[config.mk]
export PLATFORM = sky130hd
export DESIGN_NAME = pls_cell
export DESIGN_NICKNAME = d
export VERILOG_FILES = /design/src/rtl/pls_pkg.sv /design/src/rtl/pls_cell.sv
export SDC_FILE = /design/constraint.sdc
export NUM_CORES = 1
export LEC_CHECK = 0
export ABC_AREA = 1
export ABC_CLOCK_PERIOD_IN_PS = 4300
export BUFFER_PORTS_ARGS = -buffer_cell sky130_fd_sc_hd__buf_2
export CAP_MARGIN = 20
export CORE_UTILIZATION = 41
export CTS_CLUSTER_DIAMETER = 80
export DETAILED_ROUTE_END_ITERATION = 7
export HOLD_SLACK_MARGIN = 0.03
export PLACE_DENSITY = 0.78
export SLEW_MARGIN = 20
export SYNTH_ARGS = -nofsm -noshare
export SYNTH_HDL_FRONTEND = slang
export SYNTH_SLANG_ARGS = --single-unit
[constraint.sdc]
create_clock -name clk_i -period 4.3 [get_ports clk_i]
set_input_delay 0.86 -clock clk_i [delete_from_list [all_inputs] [get_ports clk_i]]
set_output_delay 0.86 -clock clk_i [all_outputs]
set_load 0.02 [all_outputs]
[src/rtl/pls_pkg.sv]
package pls_pkg;

  localparam int unsigned Capacity = 64;
  localparam int unsigned PosW     = 7;
  localparam int unsigned CntW     = 7;
  localparam int unsigned KindW    = 3;
  localparam int unsigned StatusW  = 2;
  localparam int unsigned DataW    = 32;

  typedef logic [KindW-1:0]          kind_t;
  typedef logic [PosW-1:0]           pos_t;
  typedef logic [CntW-1:0]           cnt_t;
  typedef logic [StatusW-1:0]        status_t;
  typedef logic signed [DataW-1:0]   data_t;

  localparam kind_t KindClear  = 3'd0;
  localparam kind_t KindInsert = 3'd1;
  localparam kind_t KindUpdate = 3'd2;
  localparam kind_t KindDelete = 3'd3;
  localparam kind_t KindRead   = 3'd4;

  localparam status_t StatusOk   = 2'd0;
  localparam status_t StatusBad  = 2'd1;
  localparam status_t StatusFull = 2'd2;

  localparam cnt_t CapacityCnt = cnt_t'(Capacity);

  // command broadcast to every cell of the chain
  typedef struct packed {
    logic  shift_up;
    logic  shift_down;
    logic  write;
    pos_t  pos;
    data_t value;
  } cell_cmd_t;

endpackage

[src/rtl/pls_cell.sv]
module pls_cell (
  input  logic              clk_i,
  input  pls_pkg::pos_t     cell_idx_i,
  input  pls_pkg::cell_cmd_t cmd_i,
  input  pls_pkg::data_t    left_i,
  input  pls_pkg::data_t    right_i,
  output pls_pkg::data_t    entry_o,
  output pls_pkg::data_t    rd_o
);
  import pls_pkg::*;

  data_t entry_q;
  data_t entry_d;

  logic above;
  logic at;

  assign above = cell_idx_i > cmd_i.pos;
  assign at    = cell_idx_i == cmd_i.pos;

  always_comb begin
    entry_d = entry_q;
    if (cmd_i.shift_up && above) begin
      entry_d = left_i;
    end else if ((cmd_i.shift_up || cmd_i.write) && at) begin
      entry_d = cmd_i.value;
    end else if (cmd_i.shift_down && (above || at)) begin
      entry_d = right_i;
    end
  end

  always_ff @(posedge clk_i) begin
    entry_q <= entry_d;
  end

  assign entry_o = entry_q;
  assign rd_o    = at ? entry_q : '0;

endmodule

Word level (Yosys, flattened, before mapping)
Cells that the tools add are included.
{"block": "totals", "register_bits": 32}
{"block": "op_classes", "magnitude_cmp": 1, "n_eq_ne": 1, "n_mux": 4, "reduce_logical": 6}
{"op": "32-bit two-way mux", "n": 4}
{"op": "7-bit == test", "n": 1}
{"op": "7-bit > comparator", "n": 1}
{"op": "1-bit logical AND", "n": 3}
{"op": "3-bit nonzero test", "n": 1}
{"op": "1-bit logical OR", "n": 2}

Logic depth before layout (Yosys ltp)
Gate-level depths: netlist of run 1.
{"block": "depth", "ltp_word": 6, "ltp_mapped": 11, "depth_no_buf": 10}

Least setup slack after synthesis of run 1
Ideal clock, no wire load.
{"block": "synth_timing", "path_kind": "in2reg", "startpoint": "in cmd_i[38] (netlist bit)", "endpoint": "reg entry_q[0], in the netlist entry_o[0], enable pin", "setup_ps": 561, "t_arrival_ps": 2583, "required_ps": 3739, "path_slack_ps": 1156, "cell_stages": 9, "n_path_buf": 1, "cell_sequence": "inv_1 -> ha_1 -> nand2_2 -> inv_1 -> a21oi_2 -> nand2_2 -> nand2_2 -> buf_4 -> nand3_1"}
{"block": "synth_between", "elab_chain_len": 4, "word_cells_on_any_way": 7, "classes_between": "order compare: 1; eq/ne: 1; reduce/logical: 5"}
{"item": "start, declared", "line_no": "pls_cell.sv:4", "rtl": "input pls_pkg::cell_cmd_t cmd_i,"}
{"item": "7-bit > comparator or 7-bit == test (tied branches)", "line_no": "pls_cell.sv:18, pls_cell.sv:19"}
{"item": "1-bit logical OR", "line_no": "pls_cell.sv:27", "rtl": "end else if (cmd_i.shift_down && (above || at)) begin"}
{"item": "1-bit logical AND", "line_no": "pls_cell.sv:27"}
{"item": "3-bit nonzero test (no line) *"}
{"item": "end signal, assigned", "line_no": "pls_cell.sv:33", "rtl": "entry_q <= entry_d;"}
{"item": "end, declared", "line_no": "pls_cell.sv:12", "rtl": "data_t entry_q;"}
Mark *: on every way between the ends. The rest lies on a longest branch, timed or not.
A chain may end at the register's enable or synchronous reset.

Worst setup path after layout of run 1
{"block": "layout_timing", "startpoint": "in cell_idx_i[2]", "endpoint": "out rd_o[0]"}
{"block": "layout_between", "elab_chain_len": 2}
{"item": "start, declared", "line_no": "pls_cell.sv:3", "rtl": "input pls_pkg::pos_t cell_idx_i,"}
{"item": "7-bit == test", "line_no": "pls_cell.sv:19", "rtl": "assign at = cell_idx_i == cmd_i.pos;"}
{"item": "32-bit two-way mux", "line_no": "pls_cell.sv:37", "rtl": "assign rd_o = at ? entry_q : '0;"}
{"item": "end, declared", "line_no": "pls_cell.sv:8", "rtl": "output pls_pkg::data_t rd_o"}
No other way between the ends.

==> run summary, run 1 <==
detailed router's first-iteration violation count: 103
initial antenna violation count: 0
nature of the critical path startpoint: primary input
Initial Util: 43.58%
layout cells sized above 1: 40.31%
Hold Fails Final Rpt: 0
residual DRC count: 0
post-route setup slack: 945.7 ps
CP Capture Type: output pin
Synth Cell Area: 2459 sq um
gpl congestion: 0.8024
Period minus WS final: 3354 ps
sequence of cells on the critical path: buf_2, ha_1, nand2_2, nor2_4, nand2_1, buf_4, nor2_1, buf_2
RSZ-0062 raised after global routing: no
Final Total Pwr: 1059 uW
Core Area: 5642 sq um
Gates resized, CTS repair: 0
io pins: 178
maximum clock rate: 0.2981 GHz
Util after Layout: 61.21%
critical path type: in -> out
delay-heaviest family, CP: simple AND/OR/NAND/NOR gates
post-route ant nets: 0
setup TNS: 0 ps
chip width: 79.44 um
CTS tree: yes
clock sinks: 32
pwr dens: 306.5 nW/um^2
Net count, final: 641
combinational share of power: 31.9%
Worst Hold Class: in -> reg
H-tree depth: 2
sequential power share: 42.5%
Synth top area share: 39.08%
register bit total from synthesis: 32
total die area: 6310 sq um
vias in the first global route: 2306
max reg flops: 32
cell row count: 27
Total Routing Usage GR: 19.66%
Final Max Slew Viols: 0
Worst-Margin Slew: 761.9 ps
syn avg cell area: 7.005 sq um
ANT cells: 0
library cells used by synthesis: 20
critical path's slowest cell: nand2_1
Synthesized Nets: 472
hold buffer count at CTS: 0
Leakage Power: 0.002182 uW
placed cell count: 585
PortBufs: 177
Switching Share: 32.69%
DRT Wirelength: 6.213 mm
most used cell, CP: buf_2
First-pass DRT Iterations: 6
maxcap violations: 0
sw power: 346.0 uW
Area Overhead vs Synth: 40.46%
Die H: 79.44 um
CP bufs+invs: 3
via count: 2652
fin cells: 593
routed vias/inst: 4.472
Int Power: 712.5 uW
Max-slew headroom: 49.15%
number of setup buffers added after CTS: 0
area leader, netlist: edfxtp_1
Longest Clk Path Bufs: 2
setup violators final: 0
Worst EP arrival: 2490 ps
grt total ovfl: 0
Yosys warnings: 0
fin crit share: 78.01%
CP peak stage delay: 340 ps
status: completed
Avg WL per Cell: 10.48 um
peak supply drop: 0.0001896 V
Root Driver: clkbuf_8
Num CTS Buffers: 5
Synth area leaders: edfxtp_1 39%, nand2_1 16%, inv_1 12%
HPWL Detailed: 4.933 mm
Setup WS pre-CTS: 919.9 ps
required time of the critical path: 3440 ps
global-route wire length before repair: 9.715 mm
largest net degree at the start of global routing: 65
Clk pwr share: 25.5%
post-synthesis sequential area ratio: 39.08%
Mapped Cells: 351
Reg clk slew, reported paths: 70 ps
maximum fanout along the worst path: 18
## cells by family (layout without fill, tap and decap cells)
group                      count (synthesis)  count (layout)  share of synthesized area, %
and+or+nand+nor                          182             182                         30.94
adders and majority gates                  7               7                         3.562
DFF                                       32              32                         39.08
buffers and inverters                     95             265                         16.90
AOI/OAI and AO/OA                         35              35                         9.516
## cells in the final DEF (no fill, tap or decap)
cell,n
or2_1,1
clkinv_1,2
nor2_4,2
ha_1,7
bufinv_16,1
clkbuf_8,5
inv_1,76
nand3_2,2
o21ai_0,9
nand2_1,106
a21oi_2,1
buf_2,177
o21ai_1,10
a21boi_4,1
buf_4,4
nand2_2,4
edfxtp_1,32
nor2_1,33
a21oi_1,1
nand3_1,34
o21ai_2,13
## final timing paths
check          start          end  slack (ps)  cells after the start
max    cell_idx_i[2]      rd_o[0]         950                      8
min       left_i[26]  entry_o[26]         890                      3
## tightest hold or removal path: cells and delay by family
| family | cells | cell delay, ps |
|---|---|---|
| buf+inv | 1 | 70 |
| simple gates | 2 | 120 |
## synthesized netlist by cell type (all sizes together)
cell type  instances
o21ai             32
edfxtp            32
or2                1
buf               15
nand2            110
inv               76
a21oi              2
ha                 7
a21boi             1
nor2              35
nand3             36
clkbuf             4
## metrics by stage
| step | cell area (sq um) | hold WS, ps |
|---|---|---|
| final | 3453 | 886.9 |
| after global routing | 3453 | 875.1 |
| after CTS | 3453 | 873.6 |
| after detailed placement | 3347 | 1167 |
| after global placement | 3347 | 1161 |
| after floorplan | 2459 | 1077 |
## final cells by class
type / instances / area (sq um)
repair buffers: 181 / 915.9
clock inverters: 3 / 37.54
multi-input cells: 224 / 1095
inverters: 76 / 285.3
flip-flops and latches: 32 / 960.9
clock buffers: 5 / 68.82
fillers: 541 / 2188
well taps: 72 / 90.09
## routing by layer
metal	track usage, %	wire length, um
met3	4.800	418
met2	38.03	3347
met5	0	0
met1	19.80	2387
met4	7.818	61
## power by group through the flow
stage	registers, uW	clock network, uW	logic, uW
floorplan	531	0	135
global placement	455	0	334
detailed placement	458	0	341
CTS	452	281	342
global route	458	294	376
finish	450	270	338
No activity file was read; power rests on OpenSTA's default activity.
==> run 2, diff against run 1 <==
--- a/config.mk
+++ b/config.mk
@@ -6,7 +6,7 @@
 export NUM_CORES = 1
 export LEC_CHECK = 0
 export ABC_AREA = 1
-export ABC_CLOCK_PERIOD_IN_PS = 4300
+export ABC_CLOCK_PERIOD_IN_PS = 3400
 export BUFFER_PORTS_ARGS = -buffer_cell sky130_fd_sc_hd__buf_2
 export CAP_MARGIN = 20
 export CORE_UTILIZATION = 41
==> constraint.sdc (replaced) <==
create_clock -name clk_i -period 3.4 [get_ports clk_i]
set_input_delay 0.68 -clock clk_i [delete_from_list [all_inputs] [get_ports clk_i]]
set_output_delay 0.68 -clock clk_i [all_outputs]
set_load 0.02 [all_outputs]
==> run summary, run 2 (synthesis results as in run 1) <==
Hold Fails Final Rpt: 0 (unchanged)
routed vias/inst: 4.562 (+2.0%)
clock sinks: 32 (unchanged)
required time of the critical path: 2720 ps (-720 ps)
maxcap violations: 0 (unchanged)
initial antenna violation count: 0 (unchanged)
setup TNS: 0 ps (unchanged)
RSZ-0062 raised after global routing: no
residual DRC count: 0 (unchanged)
Net count, final: 645 (+0.62%)
io pins: 178 (unchanged)
CP Capture Type: output pin
Gates resized, CTS repair: 0 (unchanged)
Longest Clk Path Bufs: 2 (unchanged)
Reg clk slew, reported paths: 60 ps (about the same)
fin crit share: 76.73%
Leakage Power: 0.002186 uW (+0.19%)
Worst EP arrival: 1930 ps (-560 ps)
Root Driver: clkbuf_8
post-route ant nets: 0 (unchanged)
Die H: 79.44 um (unchanged)
global-route wire length before repair: 10.16 mm (+4.6%)
cell row count: 27 (unchanged)
via count: 2719 (+2.5%)
fill count: 535 (-1.1%)
Area Overhead vs Synth: 40.46% (unchanged)
vias in the first global route: 2394 (+3.8%)
HPWL Detailed: 5.022 mm (+1.8%)
maximum fanout along the worst path: 14 (-4)
hold buffer count at CTS: 0 (unchanged)
largest net degree at the start of global routing: 41 (-37%)
total die area: 6310 sq um (unchanged)
most common cell after layout, fill and taps aside: buf_2
ANT cells: 0 (unchanged)
gpl congestion: 0.7707 (-4.0%)
maximum clock rate: 0.3833 GHz
peak supply drop: 0.0001930 V (+1.8%)
layout cells sized above 1: 40.65% (+0.34 points)
Period minus WS final: 2609 ps
nature of the critical path startpoint: primary input
most frequent cells in the layout: 177 x buf_2, 106 x nand2_1, 76 x inv_1
Initial Util: 43.58% (unchanged)
PortBufs: 177 (unchanged)
detailed router's first-iteration violation count: 102 (-0.97%)
H-tree depth: 2 (unchanged)
Max-slew headroom: 72.67% (+24 points)
number of setup buffers added after CTS: 0 (unchanged)
grt total ovfl: 0 (unchanged)
chip width: 79.44 um (unchanged)
Core Area: 5642 sq um (unchanged)
CTS tree: yes
Final Total Pwr: 1261 uW (+19%)
status: completed
Avg WL per Cell: 10.81 um (+3.1%)
Worst-Margin Slew: 409.9 ps (-352.0 ps)
Num CTS Buffers: 5 (unchanged)
setup violators final: 0 (unchanged)
Total Routing Usage GR: 20.65% (+0.98 points)
DRT Wirelength: 6.440 mm (+3.7%)
pwr dens: 365.1 nW/um^2 (+19%)
Worst Hold Class: in -> reg
max reg flops: 32 (unchanged)
critical path type: in -> out
Final Max Slew Viols: 0 (unchanged)
Hold Crit Depth: 3 (unchanged)
First-pass DRT Iterations: 4 (-2)
run 2: stage by stage:
step                instances  cell area (sq um)  setup WS, ps  utilization (%)  hold slack [ps]
floorplan                 351               2459         435.7                -            896.7
global placement          589               3377         826.5            59.86            984.3
detailed placement        589               3377         794.5            59.86            984.3
CTS                       596               3453         795.1            61.21            694.7
global route              596               3453         705.1            61.21            706.5
finish                    596               3453         791.3            61.21            705.9
run 2: cell type report:
class                           instances  area, sq um  share of cell area [%]
Timing Repair Buffer                  185        945.9                   27.39
Sequential cell                        32        960.9                   27.83
Inverter                               76        285.3                   8.261
Clock buffer                            5        68.82                   1.993
Multi-Input combinational cell        224         1095                   31.70
Clock inverter                          2        7.507                  0.2174
Tap cell                               72        90.09                   2.609
run 2: where the power goes:
group / total (uW) / switching (uW) / internal (uW) / leakage (uW)
Clock: 257 / 122 / 135 / 0.0000391
Combinational: 433 / 273 / 160 / 0.00184
Sequential: 571 / 39.1 / 532 / 0.000305
run 2: worst paths after layout:
| kind | from | to | slack (ps) |
|---|---|---|---|
| setup / recovery | cmd_i[34] | rd_o[21] | 790 |
| hold / removal | left_i[11] | entry_o[11] | 710 |
run 2: critical path, cell delays in order:
cell and delay, ps:
buf_2 80, inv_1 30, ha_1 310, nand2_2 80, nor2_4 160, nand2_1 90, buf_4 200, nor2_1 120
buf_2 180
run 2: routing by layer:
metal / wire length [um] / part of all wire (%) / GRT usage [%] / up-vias
met5: 0 / 0 / 0 / -
met4: 84 / 1.3 / 7.455 / 0
met3: 395 / 6.1 / 4.343 / 7
met2: 3410 / 53 / 39.74 / 97
met1: 2550 / 40 / 21.69 / 1199
li1: - / - / - / 1416
